<file path="config.mk">
export PLATFORM = sky130hd
export DESIGN_NAME = moving_average_filter
export DESIGN_NICKNAME = d
export VERILOG_FILES = /design/src/design/mavg_pkg.sv /design/src/design/moving_average_filter.sv /design/src/design/mavg_ctrl.sv /design/src/design/mavg_dpath.sv
export SDC_FILE = /design/constraint.sdc
export NUM_CORES = 2
export LEC_CHECK = 0
export BUFFER_PORTS_ARGS = -buffer_cell sky130_fd_sc_hd__buf_4
export CORE_MARGIN = 3
export CORE_UTILIZATION = 45
export CTS_CLUSTER_DIAMETER = 100
export CTS_CLUSTER_SIZE = 10
export DETAILED_ROUTE_END_ITERATION = 12
export RECOVER_POWER = 50
export SLEW_MARGIN = 15
export SYNTH_ARGS = -nofsm -noshare
export SYNTH_HDL_FRONTEND = slang
export SYNTH_SLANG_ARGS = --single-unit
</file>
<file path="constraint.sdc">
create_clock -name clk -period 8.1 [get_ports clk]
set_input_delay 1.62 -clock clk [delete_from_list [all_inputs] [get_ports clk]]
set_output_delay 1.62 -clock clk [all_outputs]
set_load 0.005 [all_outputs]
</file>
<file path="src/design/mavg_pkg.sv">
`timescale 1ns / 1ps
`default_nettype none
// ============================================================================
// mavg_pkg
// shared constants, types and register map of the moving average filter
// ============================================================================
package mavg_pkg;

    localparam int MAX_WINDOW  = 64;
    localparam int PRICE_BITS  = 24;
    localparam int SLOT_BITS   = $clog2(MAX_WINDOW);
    localparam int LEN_BITS    = SLOT_BITS + 1;
    localparam int SUM_BITS    = PRICE_BITS + SLOT_BITS;
    localparam int FRAC_BITS   = 16;
    localparam int WEIGHT_BITS = FRAC_BITS + 1;
    localparam int ACC_BITS    = PRICE_BITS + FRAC_BITS;
    localparam int HI_BITS     = ACC_BITS - FRAC_BITS;
    localparam int PROD_BITS   = HI_BITS + WEIGHT_BITS;
    localparam int LO_BITS     = FRAC_BITS + WEIGHT_BITS;
    localparam int DIV_STEPS   = SUM_BITS;
    localparam int CNT_BITS    = $clog2(DIV_STEPS);

    localparam int DATA_BITS   = 32;
    localparam int ADDR_BITS   = 3;

    localparam logic [LEN_BITS-1:0]    LEN_RESET    = LEN_BITS'(5);
    localparam logic [WEIGHT_BITS-1:0] WEIGHT_RESET = WEIGHT_BITS'(21845);
    localparam logic [WEIGHT_BITS-1:0] WEIGHT_ONE   = WEIGHT_BITS'(1 << FRAC_BITS);

    // register index, taken from paddr[2]
    typedef enum logic
    {
        REG_WINDOW_LENGTH = 1'b0,
        REG_EMA_WEIGHT    = 1'b1
    } reg_index_t;

    typedef enum logic [2:0]
    {
        ST_IDLE,
        ST_READ,
        ST_SUM,
        ST_DIV,
        ST_DIFF,
        ST_MUL,
        ST_UPD,
        ST_OUT
    } state_t;

    // commands from the controller to the datapath
    typedef struct packed
    {
        logic load;     // latch the accepted transaction
        logic restart;  // window_length written: clear the series
        logic read;     // optional clear, fetch the leaving sample
        logic sum;      // update window sum, store sample, start divide
        logic div_step; // one restoring divide step
        logic diff;     // ema difference and sign
        logic mul;      // weight products
        logic upd;      // ema update or seed
        logic out_load; // load the result registers
    } mavg_cmd_t;

endpackage

`default_nettype wire

</file>
<file path="src/design/moving_average_filter.sv">
`timescale 1ns / 1ps
`default_nettype none
// ============================================================================
// moving_average_filter
// simple and exponential moving average of an unsigned Q16.8 price stream
// ============================================================================
// usage
//   input channel: one transaction per price sample (price_sample plus
//   series_start), taken when in_valid is high and in_stall is low
//   output channel: one transaction per sample (sma/ema values and flags),
//   taken when out_valid is high and out_stall is low
//   apb port: window_length at byte address 0, ema_weight at address 4
//   sequencing: in_stall is high until the previous sample's result is
//   loaded into the output register; each sample passes load, ring read,
//   sum update, the 30 step restoring divide of the window sum (one
//   quotient bit per cycle), ema difference, multiply, update and output load
//   a stalled result sits in the output register; the next sample is
//   taken meanwhile and its result waits in the sequencer until the
//   output register empties
//   reset clears the series state, the sample count and the ema, and sets
//   window_length to 5 and ema_weight to 21845; the sample ring needs no
//   clearing since only samples of the current series are read back
//   writing window_length restarts the series like series_start
// ============================================================================
module moving_average_filter
(
    input  wire logic                                 clk,
    input  wire logic                                 rst_n,
    // input channel
    input  wire logic                                 in_valid,
    output logic                                      in_stall,
    input  wire logic [mavg_pkg::PRICE_BITS-1:0]      price_sample,
    input  wire logic                                 series_start,
    // output channel
    output logic                                      out_valid,
    input  wire logic                                 out_stall,
    output logic                                      sma_valid,
    output logic [mavg_pkg::PRICE_BITS-1:0]           sma_value,
    output logic                                      ema_valid,
    output logic [mavg_pkg::PRICE_BITS-1:0]           ema_value,
    // apb configuration port
    input  wire logic                                 psel,
    input  wire logic                                 penable,
    input  wire logic                                 pwrite,
    input  wire logic [mavg_pkg::ADDR_BITS-1:0]       paddr,
    input  wire logic [mavg_pkg::DATA_BITS-1:0]       pwdata,
    output logic [mavg_pkg::DATA_BITS-1:0]            prdata,
    output logic                                      pready
);

    logic [mavg_pkg::LEN_BITS-1:0]      len_reg;
    logic [mavg_pkg::LEN_BITS-1:0]      len_next;
    logic [mavg_pkg::WEIGHT_BITS-1:0]   weight_reg;
    logic [mavg_pkg::WEIGHT_BITS-1:0]   weight_next;
    logic [mavg_pkg::LEN_BITS-1:0]      eff_len;
    logic [mavg_pkg::WEIGHT_BITS-1:0]   eff_weight;
    logic                               cfg_write;
    logic                               cfg_restart;
    mavg_pkg::reg_index_t               reg_index;
    mavg_pkg::mavg_cmd_t                cmd;

    // register access, word aligned; low address bits are not decoded
    assign pready    = 1'b1;
    assign cfg_write = psel && penable && pwrite && pready;
    assign reg_index = mavg_pkg::reg_index_t'(paddr[2]);

    always_comb
    begin
        len_next    = len_reg;
        weight_next = weight_reg;
        cfg_restart = 1'b0;
        if (cfg_write)
        begin
            unique case (reg_index)
                mavg_pkg::REG_WINDOW_LENGTH:
                begin
                    len_next    = pwdata[mavg_pkg::LEN_BITS-1:0];
                    cfg_restart = 1'b1;
                end
                mavg_pkg::REG_EMA_WEIGHT:
                begin
                    weight_next = pwdata[mavg_pkg::WEIGHT_BITS-1:0];
                end
                default:
                begin
                    len_next = len_reg;
                end
            endcase
        end
    end

    always_comb
    begin
        unique case (reg_index)
            mavg_pkg::REG_WINDOW_LENGTH:
                prdata = mavg_pkg::DATA_BITS'(len_reg);
            mavg_pkg::REG_EMA_WEIGHT:
                prdata = mavg_pkg::DATA_BITS'(weight_reg);
            default:
                prdata = '0;
        endcase
    end

    always_ff @(posedge clk or negedge rst_n)
    begin
        if (!rst_n)
        begin
            len_reg    <= mavg_pkg::LEN_RESET;
            weight_reg <= mavg_pkg::WEIGHT_RESET;
        end
        else
        begin
            len_reg    <= len_next;
            weight_reg <= weight_next;
        end
    end

    // zero length acts as one, longer than the ring saturates
    always_comb
    begin
        if (len_reg == '0)
            eff_len = mavg_pkg::LEN_BITS'(1);
        else if (len_reg > mavg_pkg::LEN_BITS'(mavg_pkg::MAX_WINDOW))
            eff_len = mavg_pkg::LEN_BITS'(mavg_pkg::MAX_WINDOW);
        else
            eff_len = len_reg;
    end

    // weight above 1.0 saturates
    assign eff_weight = (weight_reg > mavg_pkg::WEIGHT_ONE) ? mavg_pkg::WEIGHT_ONE
                                                            : weight_reg;

    mavg_ctrl u_ctrl
    (
        .clk         (clk),
        .rst_n       (rst_n),
        .in_valid    (in_valid),
        .in_stall    (in_stall),
        .out_valid   (out_valid),
        .out_stall   (out_stall),
        .cfg_restart (cfg_restart),
        .cmd         (cmd)
    );

    mavg_dpath u_dpath
    (
        .clk          (clk),
        .rst_n        (rst_n),
        .cmd          (cmd),
        .price_sample (price_sample),
        .series_start (series_start),
        .eff_len      (eff_len),
        .eff_weight   (eff_weight),
        .sma_valid    (sma_valid),
        .sma_value    (sma_value),
        .ema_valid    (ema_valid),
        .ema_value    (ema_value)
    );

endmodule

`default_nettype wire

</file>
<file path="src/design/mavg_ctrl.sv">
`timescale 1ns / 1ps
`default_nettype none
// ============================================================================
// mavg_ctrl
// sequencer of the moving average filter: handshakes and step commands
// ============================================================================
module mavg_ctrl
(
    input  wire logic               clk,
    input  wire logic               rst_n,
    input  wire logic               in_valid,
    output logic                    in_stall,
    output logic                    out_valid,
    input  wire logic               out_stall,
    input  wire logic               cfg_restart,
    output mavg_pkg::mavg_cmd_t     cmd
);

    mavg_pkg::state_t                   state_reg;
    mavg_pkg::state_t                   state_next;
    logic [mavg_pkg::CNT_BITS-1:0]      cnt_reg;
    logic [mavg_pkg::CNT_BITS-1:0]      cnt_next;
    logic                               out_valid_reg;
    logic                               out_valid_next;

    always_ff @(posedge clk or negedge rst_n)
    begin
        if (!rst_n)
        begin
            state_reg     <= mavg_pkg::ST_IDLE;
            cnt_reg       <= '0;
            out_valid_reg <= 1'b0;
        end
        else
        begin
            state_reg     <= state_next;
            cnt_reg       <= cnt_next;
            out_valid_reg <= out_valid_next;
        end
    end

    always_comb
    begin
        state_next     = state_reg;
        cnt_next       = cnt_reg;
        out_valid_next = out_valid_reg && out_stall;
        cmd            = '0;
        cmd.restart    = cfg_restart;
        unique case (state_reg)
            mavg_pkg::ST_IDLE:
            begin
                if (in_valid)
                begin
                    cmd.load   = 1'b1;
                    state_next = mavg_pkg::ST_READ;
                end
            end
            mavg_pkg::ST_READ:
            begin
                cmd.read   = 1'b1;
                state_next = mavg_pkg::ST_SUM;
            end
            mavg_pkg::ST_SUM:
            begin
                cmd.sum    = 1'b1;
                cnt_next   = mavg_pkg::CNT_BITS'(mavg_pkg::DIV_STEPS - 1);
                state_next = mavg_pkg::ST_DIV;
            end
            mavg_pkg::ST_DIV:
            begin
                cmd.div_step = 1'b1;
                cnt_next     = cnt_reg - 1'b1;
                if (cnt_reg == '0)
                    state_next = mavg_pkg::ST_DIFF;
            end
            mavg_pkg::ST_DIFF:
            begin
                cmd.diff   = 1'b1;
                state_next = mavg_pkg::ST_MUL;
            end
            mavg_pkg::ST_MUL:
            begin
                cmd.mul    = 1'b1;
                state_next = mavg_pkg::ST_UPD;
            end
            mavg_pkg::ST_UPD:
            begin
                cmd.upd    = 1'b1;
                state_next = mavg_pkg::ST_OUT;
            end
            mavg_pkg::ST_OUT:
            begin
                if (!out_valid_reg || !out_stall)
                begin
                    cmd.out_load   = 1'b1;
                    out_valid_next = 1'b1;
                    state_next     = mavg_pkg::ST_IDLE;
                end
            end
            default:
            begin
                state_next = mavg_pkg::ST_IDLE;
            end
        endcase
    end

    assign in_stall  = (state_reg != mavg_pkg::ST_IDLE);
    assign out_valid = out_valid_reg;

endmodule

`default_nettype wire

</file>
<file path="src/design/mavg_dpath.sv">
`timescale 1ns / 1ps
`default_nettype none
// ============================================================================
// mavg_dpath
// sample ring, window sum, restoring divider and ema update
// ============================================================================
module mavg_dpath
(
    input  wire logic                                clk,
    input  wire logic                                rst_n,
    input  wire mavg_pkg::mavg_cmd_t                 cmd,
    input  wire logic [mavg_pkg::PRICE_BITS-1:0]     price_sample,
    input  wire logic                                series_start,
    input  wire logic [mavg_pkg::LEN_BITS-1:0]       eff_len,
    input  wire logic [mavg_pkg::WEIGHT_BITS-1:0]    eff_weight,
    output logic                                     sma_valid,
    output logic [mavg_pkg::PRICE_BITS-1:0]          sma_value,
    output logic                                     ema_valid,
    output logic [mavg_pkg::PRICE_BITS-1:0]          ema_value
);

    // sample ring
    logic [mavg_pkg::PRICE_BITS-1:0]   ring_mem [mavg_pkg::MAX_WINDOW];
    logic [mavg_pkg::PRICE_BITS-1:0]   rdata_reg;
    logic [mavg_pkg::SLOT_BITS-1:0]    old_slot;

    // series state
    logic [mavg_pkg::SLOT_BITS-1:0]    slot_reg;
    logic [mavg_pkg::SLOT_BITS-1:0]    slot_next;
    logic [mavg_pkg::SUM_BITS-1:0]     sum_reg;
    logic [mavg_pkg::SUM_BITS-1:0]     sum_next;
    logic [mavg_pkg::LEN_BITS-1:0]     count_reg;
    logic [mavg_pkg::LEN_BITS-1:0]     count_next;
    logic [mavg_pkg::ACC_BITS-1:0]     acc_reg;
    logic [mavg_pkg::ACC_BITS-1:0]     acc_next;
    logic                              seeded_reg;
    logic                              seeded_next;
    logic                              clear;

    // per transaction working registers
    logic [mavg_pkg::PRICE_BITS-1:0]   price_reg;
    logic                              start_reg;
    logic                              sma_ok_reg;
    logic [mavg_pkg::SUM_BITS-1:0]     quot_reg;
    logic [mavg_pkg::LEN_BITS-1:0]     rem_reg;
    logic [mavg_pkg::LEN_BITS:0]       rem_shift;
    logic [mavg_pkg::LEN_BITS:0]       rem_diff;
    logic                              rem_ge;
    logic [mavg_pkg::ACC_BITS-1:0]     target;
    logic [mavg_pkg::ACC_BITS-1:0]     diff_reg;
    logic                              neg_reg;
    logic [mavg_pkg::PROD_BITS-1:0]    p_hi_reg;
    logic [mavg_pkg::LO_BITS-1:0]      p_lo_full;
    logic [mavg_pkg::WEIGHT_BITS-1:0]  p_lo_reg;
    logic [mavg_pkg::PROD_BITS-1:0]    scale;

    // result registers
    logic                              sma_valid_reg;
    logic [mavg_pkg::PRICE_BITS-1:0]   sma_value_reg;
    logic                              ema_valid_reg;
    logic [mavg_pkg::PRICE_BITS-1:0]   ema_value_reg;

    assign old_slot = slot_reg - eff_len[mavg_pkg::SLOT_BITS-1:0];
    assign clear    = cmd.restart || (cmd.read && start_reg);
    assign target   = {price_reg, mavg_pkg::FRAC_BITS'(0)};

    assign rem_shift = {rem_reg, quot_reg[mavg_pkg::SUM_BITS-1]};
    assign rem_diff  = rem_shift - {1'b0, eff_len};
    assign rem_ge    = (rem_shift >= {1'b0, eff_len});

    assign p_lo_full = mavg_pkg::LO_BITS'(diff_reg[mavg_pkg::FRAC_BITS-1:0])
                       * mavg_pkg::LO_BITS'(eff_weight);
    assign scale     = p_hi_reg + mavg_pkg::PROD_BITS'(p_lo_reg);

    always_comb
    begin
        slot_next   = slot_reg;
        sum_next    = sum_reg;
        count_next  = count_reg;
        acc_next    = acc_reg;
        seeded_next = seeded_reg;
        if (clear)
        begin
            sum_next    = '0;
            count_next  = '0;
            acc_next    = '0;
            seeded_next = 1'b0;
        end
        if (cmd.sum)
        begin
            // drop the leaving sample once the window is full
            if (count_reg >= eff_len)
                sum_next = sum_reg - mavg_pkg::SUM_BITS'(rdata_reg)
                           + mavg_pkg::SUM_BITS'(price_reg);
            else
                sum_next = sum_reg + mavg_pkg::SUM_BITS'(price_reg);
            slot_next = slot_reg + 1'b1;
            if (count_reg < mavg_pkg::LEN_BITS'(mavg_pkg::MAX_WINDOW))
                count_next = count_reg + 1'b1;
        end
        if (cmd.upd)
        begin
            if (seeded_reg)
            begin
                if (neg_reg)
                    acc_next = acc_reg - scale[mavg_pkg::ACC_BITS-1:0];
                else
                    acc_next = acc_reg + scale[mavg_pkg::ACC_BITS-1:0];
            end
            else if (sma_ok_reg)
            begin
                acc_next    = {quot_reg[mavg_pkg::PRICE_BITS-1:0],
                               mavg_pkg::FRAC_BITS'(0)};
                seeded_next = 1'b1;
            end
        end
    end

    always_ff @(posedge clk or negedge rst_n)
    begin
        if (!rst_n)
        begin
            slot_reg   <= '0;
            sum_reg    <= '0;
            count_reg  <= '0;
            acc_reg    <= '0;
            seeded_reg <= 1'b0;
        end
        else
        begin
            slot_reg   <= slot_next;
            sum_reg    <= sum_next;
            count_reg  <= count_next;
            acc_reg    <= acc_next;
            seeded_reg <= seeded_next;
        end
    end

    // sample ring, registered read
    always_ff @(posedge clk)
    begin
        if (cmd.read)
            rdata_reg <= ring_mem[old_slot];
        if (cmd.sum)
            ring_mem[slot_reg] <= price_reg;
    end

    always_ff @(posedge clk)
    begin
        if (cmd.load)
        begin
            price_reg <= price_sample;
            start_reg <= series_start;
        end
        if (cmd.sum)
        begin
            sma_ok_reg <= (count_next >= eff_len);
            quot_reg   <= sum_next;
            rem_reg    <= '0;
        end
        if (cmd.div_step)
        begin
            quot_reg <= {quot_reg[mavg_pkg::SUM_BITS-2:0], rem_ge};
            rem_reg  <= rem_ge ? rem_diff[mavg_pkg::LEN_BITS-1:0]
                               : rem_shift[mavg_pkg::LEN_BITS-1:0];
        end
        if (cmd.diff)
        begin
            neg_reg  <= (target < acc_reg);
            diff_reg <= (target < acc_reg) ? (acc_reg - target) : (target - acc_reg);
        end
        if (cmd.mul)
        begin
            p_hi_reg <= mavg_pkg::PROD_BITS'(diff_reg[mavg_pkg::ACC_BITS-1:mavg_pkg::FRAC_BITS])
                        * mavg_pkg::PROD_BITS'(eff_weight);
            p_lo_reg <= p_lo_full[mavg_pkg::LO_BITS-1:mavg_pkg::FRAC_BITS];
        end
        if (cmd.out_load)
        begin
            sma_valid_reg <= sma_ok_reg;
            sma_value_reg <= sma_ok_reg ? quot_reg[mavg_pkg::PRICE_BITS-1:0] : '0;
            ema_valid_reg <= seeded_reg;
            ema_value_reg <= seeded_reg ? acc_reg[mavg_pkg::ACC_BITS-1:mavg_pkg::FRAC_BITS]
                                        : '0;
        end
    end

    assign sma_valid = sma_valid_reg;
    assign sma_value = sma_value_reg;
    assign ema_valid = ema_valid_reg;
    assign ema_value = ema_value_reg;

endmodule

`default_nettype wire
</file>
# After elaboration in Yosys (flattened, before gate mapping)
# Memory sizes are Yosys's and may differ from the RTL's. A register that Yosys moved wholly into a read port is not among the register bits.
# Cells that the tools add are included.
# word_totals
output_inout_bits	85
in_bits	67
regBits	328
ramBits	1536
mem_count	1
elab_cells	120
# classes
n_reduce_logical	17
magnitude_cmp	7
n_mux	46
mul	2
n_eq_ne	10
add_sub_neg	13
n_bitwise	1
# mem_list
name	words	width	read_ports	rd_ports_with_merged_regs	write_ports	line_no	source
u_dpath.ring_mem	64	24	1	1	1	mavg_dpath.sv:23	logic [mavg_pkg::PRICE_BITS-1:0] ring_mem [mavg_pkg::MAX_WINDOW];
# ops
op	count
2-to-1 mux 40 bit	6
2-to-1 mux 30 bit	5
subtractor 40 bit	3
one-hot mux 32 bit (2 select lines)	1
adder 30 x 24 -> 30 bit	2
2-to-1 mux 7 bit	8
adder 40 x 17 -> 40 bit	1
adder 40 bit	1
< comparator 40 bit	1
multiplier 24 x 17 -> 40 bit	1
multiplier 16 x 17 -> 33 bit	1
subtractor 30 x 24 -> 30 bit	1
one-hot mux 3 bit (8 select lines)	1
2-to-1 mux 1 bit	20
greater-than comparator 17 bit, second input constant	1
2-to-1 mux 17 bit	1
>= comparator 7 bit	2
== test 3 bit, second input constant	4
one-hot mux 5 bit (2 select lines)	1
2-to-1 mux 3 bit	3
>= comparator 8 x 7 -> 1 bit	1
adder 7 x 1 -> 7 bit, second input constant	1
greater-than comparator 7 bit, second input constant	1
zero test 7 bit	1
19 further kinds	28

# Depth between registers and ports, before layout
# depth
word_depth	8
mapped_depth	31
mapped_depth_nobuf	28

# Modules after synthesis
# A second synthesis with hierarchy kept.
# hier_totals
hier_cells	7338
hier_area_um2	104475.2
# modules_own_cells
module	n_inst	cells_each	area_each_um2	seq_area_each_um2
mavg_dpath	1	7155	102460.8	55283.0
moving_average_filter	1	122	1481.4	613.1
mavg_ctrl	1	61	533.0	225.2

# Worst setup path after synthesis
# Ideal clock, no wire load.
# synth_path
path_type	reg2reg
from	reg weight_reg[7] in the netlist's numbering
to	reg u_dpath.p_hi_reg[39] in the netlist's numbering, data pin
slack_ns	-0.308
arrival_time_ns	8.148
setup_ns	0.260
path_buffers	3
path_stages_with_launch	32
path_cell_list	dfrtp_1 -> or4_1 -> o41ai_4 -> clkbuf_1 -> and2_1 -> clkbuf_1 -> clkbuf_1 -> nand2_1 -> fa_1 -> inv_1 -> fa_1 -> inv_1 -> fa_1 -> inv_1 -> fa_1 -> fa_1 -> inv_1 -> fa_1 -> inv_1 -> ha_1 -> a21oi_1 -> o21a_1 -> a221o_1 -> a31o_2 -> o31ai_1 -> a31oi_1 -> and4b_1 -> o31ai_1 -> o41ai_1 -> o21ai_0 -> a21oi_1 -> xnor2_1
# synth_via
elab_chain_len	3
# synth_rtl
item	line_no	source
start: declaration	moving_average_filter.sv:53	logic [mavg_pkg::WEIGHT_BITS-1:0] weight_reg;
start signal: assignment	moving_average_filter.sv:109	weight_reg <= mavg_pkg::WEIGHT_RESET;
start signal: assignment	moving_average_filter.sv:114	weight_reg <= weight_next;
greater-than comparator 17 bit	moving_average_filter.sv:130	assign eff_weight = (weight_reg > mavg_pkg::WEIGHT_ONE) ? mavg_pkg::WEIGHT_ONE
2-to-1 mux 17 bit (*)	moving_average_filter.sv:130	
multiplier 24 x 17 -> 40 bit (*)	mavg_dpath.sv:175	* mavg_pkg::PROD_BITS'(eff_weight);
end signal: assignment	mavg_dpath.sv:174	p_hi_reg <= mavg_pkg::PROD_BITS'(diff_reg[mavg_pkg::ACC_BITS-1:mavg_pkg::FRAC_BITS])
end: declaration	mavg_dpath.sv:52	logic [mavg_pkg::PROD_BITS-1:0] p_hi_reg;
# Mark *: on every way between the ends. The rest lies on a longest branch, timed or not.
# A chain may end at the register's enable or synchronous reset.

# Worst setup path after layout
# layout_path
from	reg weight_reg[2] in the netlist's numbering
to	reg u_dpath.p_hi_reg[38] in the netlist's numbering, data pin
# Same word-level chain as after synthesis.

==> impl_metrics.yaml <==
run_status:
  outcome: "finished with violations"
  violations: "capacitance limit, slew limit"
finish:
  design_area_mm2: 0.116
  syn_to_final_growth_pct: 11.6
  nNetsFinal: 8659
  final_core_util: 0.506
  drive_above_1_share: 0.167
  largest_reg_flops: 1536
  final_cells: 10700
  regMostFlops: "u_dpath.ring_mem"
synth:
  async_flop_share: 0.0620
  ys_types: 103
  netlist.area_leader.share: 0.509
  yosysMostFrequentCell: "edfxtp_1"
  synthFlopType: "edfxtp_1"
  yosysWarnings: 0
  synth_area_mm2: 0.104
  synth_edf_count: 1771
  yosysSeqAreaShare: 0.538
  synth_seq_cells: 1888
  synthTopCellsByCount: "edfxtp_1, inv_1, nand2_1, fa_1, mux4_2"
  synth_area_leaders: "edfxtp_1, fa_1, mux4_2"
  syn_avg_cell_area_um2: 14.2
  synth_top_cell_by_area: "edfxtp_1"
  postSynthCellCount: 7360
min_path:
  hold_end: "u_ctrl.cnt_reg[0]"
  hp-class: "flip-flop to flip-flop"
  worstHoldPathCells: 1
  min_from: "u_ctrl.cnt_reg[0]"
detailed_routing:
  drc_errors: 0
  ant_nets: 0
  vias: 61700
  drt-initial-drc-count: 5904
  wl_per_cell_um: 26.1
  routed_wl_mm: 281
  via_per_inst: 5.74
  drt-pass1-iter-count: 5
clock_tree:
  clock-root-buffer: "clkbuf_16"
  clock_sink_count: 1888
  cts_buffers: 210
  clock_latency_ns: 0.89
  cts-htree-levels: 4
  cts_buffer_depth: 3
  cts_tree: "done"
  clk_pin_slew_ns: 0.06
die:
  die_y_um: 488
  start_util: 0.453
  dieArea_mm2: 0.238
  die_w_um: 488
  coreArea_mm2: 0.230
  ioPinCount: 152
  rows: 176
critical_path:
  worst_setup_path_end_kind: "flip-flop"
  worst-setup-path-type: "flip-flop to flip-flop"
  r2r_start: "weight_reg[2]"
  slowest_delay_ns: 0.62
  reg2reg_slack_ns: 0.03
  r2r-end: "u_dpath.p_hi_reg[38]"
  start_kind: "flip-flop"
  crit_arrival_ns: 8.66
  cp_max_fo: 7
  reg2reg_depth: 29
  cpMostUsedCell: "fa_1"
  crit_slowest_cell: "fa_2"
  required_ns: 8.69
power_and_ir_drop:
  power_leakage_nw: 44.4
  p_total_mw: 53.3
  p_per_area_mw_per_mm2: 458
  vdd.ir_drop.worst_v: 0.000600
sta:
  grt_setup_unrepaired: "yes"
  worst_hold_slack_ns: 0.497
  worstMarginPinSlew_ns: 3.50
  report.final.slew_viol_count: 1640
  min_period_ns: 8.07
  finalClockSkew_ns: 0.0854
  hold_viol: 0
  finalCritPeriodShare: 0.996
  fmax_mhz: 124
  max_slew_margin: -1.33
  finalSetupViolations: 0
placement:
  gp_congestion: 0.888
  port-buffer-count: 118
  placed_cells: 10400
  dpl.hpwl_mm: 187
  dpl_cell_area_mm2: 0.110
grt:
  grt_usage: 0.238
  grt-ovfl-total: 0
  grt_antenna_before_repair: 13
  grt_pass1_wl_mm: 417
  grt_pass1_vias: 64000
  grt_start_max_net_pins: 97
run:
  drv_cap: 34
## where the power goes
part	internal, mW	leakage [nW]	switching (mW)
Combinational	14.5	24.0	17.8
Sequential	12.0	17.5	0.474
Clock	4.74	2.86	3.79
## final cells by class
class	instances	area [um2]
fillers	19300	114000
well taps	3026	3790
repair buffers	413	3240
flip-flops and latches	1888	56100
clock inverters	22	444
diodes	5	12.5
multi-input cells	4281	44300
inverters	828	3110
clock buffers	276	5520
## kinds of logic (layout without fill, tap and decap cells)
family                   after synthesis  in the layout  synth area share
flip-flops                          1888           1888             0.538
AND/OR/NAND/NOR                     1637           1637            0.0759
buffers and inverters               1205           1539            0.0443
adder cells (fa/ha/maj)              970            970             0.157
AO/OA/AOI/OAI                        859            859            0.0536
multiplexers                         552            552             0.111
XOR/XNOR                             247            247            0.0207
other                                  2             21         0.0000719
## how the worst max path moves through the flow
stage | startpoint | endpoint | cells after the start
final | weight_reg[2] | u_dpath.p_hi_reg[38] | 29
after global routing | weight_reg[1] | u_dpath.p_hi_reg[38] | 30
after CTS | weight_reg[4] | u_dpath.p_hi_reg[38] | 29
after detailed placement | weight_reg[15] | u_dpath.p_hi_reg[38] | 28
after global placement | weight_reg[15] | u_dpath.p_hi_reg[38] | 28
after floorplan | weight_reg[5] | u_dpath.p_hi_reg[39] | 31
## worst max-delay path, delay by kind of cell, from the launching register on
family	cells	cell delay, ns
and+or+nand+nor	6	1.66
buffers and inverters	8	0.95
AOI/OAI and AO/OA	7	1.54
adders and majority gates	7	3.13
xor gates and xnor gates	1	0.15
DFF	1	0.36
## routing by layer
layer  up-vias  track usage  part of all wire
li1      27000            -                 -
met5         -            0           0.00022
met4         8       0.0820             0.037
met2      2022        0.408              0.50
met1     32200        0.310              0.40
met3       408       0.0343             0.061
## stage by stage
stage,worst slack (ns),TNS (ns)
2_1_floorplan,0.00490,0
3_3_place_gp,-0.346,-1.67
3_5_place_dp,-0.415,-2.11
4_1_cts,-0.00267,-0.00267
5_1_grt,-0.192,-0.764
6_report,0.0302,0
## repair_timing
action | 4_1_cts | 5_1_grt
pin swaps | 15 | 21
hold endpoints to repair | 0 | 0
hold buffers | 0 | 0
cloned | 1 | 1
resized for setup | 37 | 35
setup buffers | 4 | 11
endpoints found under the setup margin | 14 | 11
## cell usage in the layout (no fill, tap or decap), types with 157 or more instances in the layout
cell type / n
clkbuf_16: 211
edfxtp_1: 1771
o21ai_0: 157
fa_1: 560
ha_1: 400
buf_4: 303
nand2_1: 630
nor2_1: 250
and3_1: 242
a21oi_1: 266
mux4_2: 480
inv_1: 823
(Power assumes the default switching activity.)
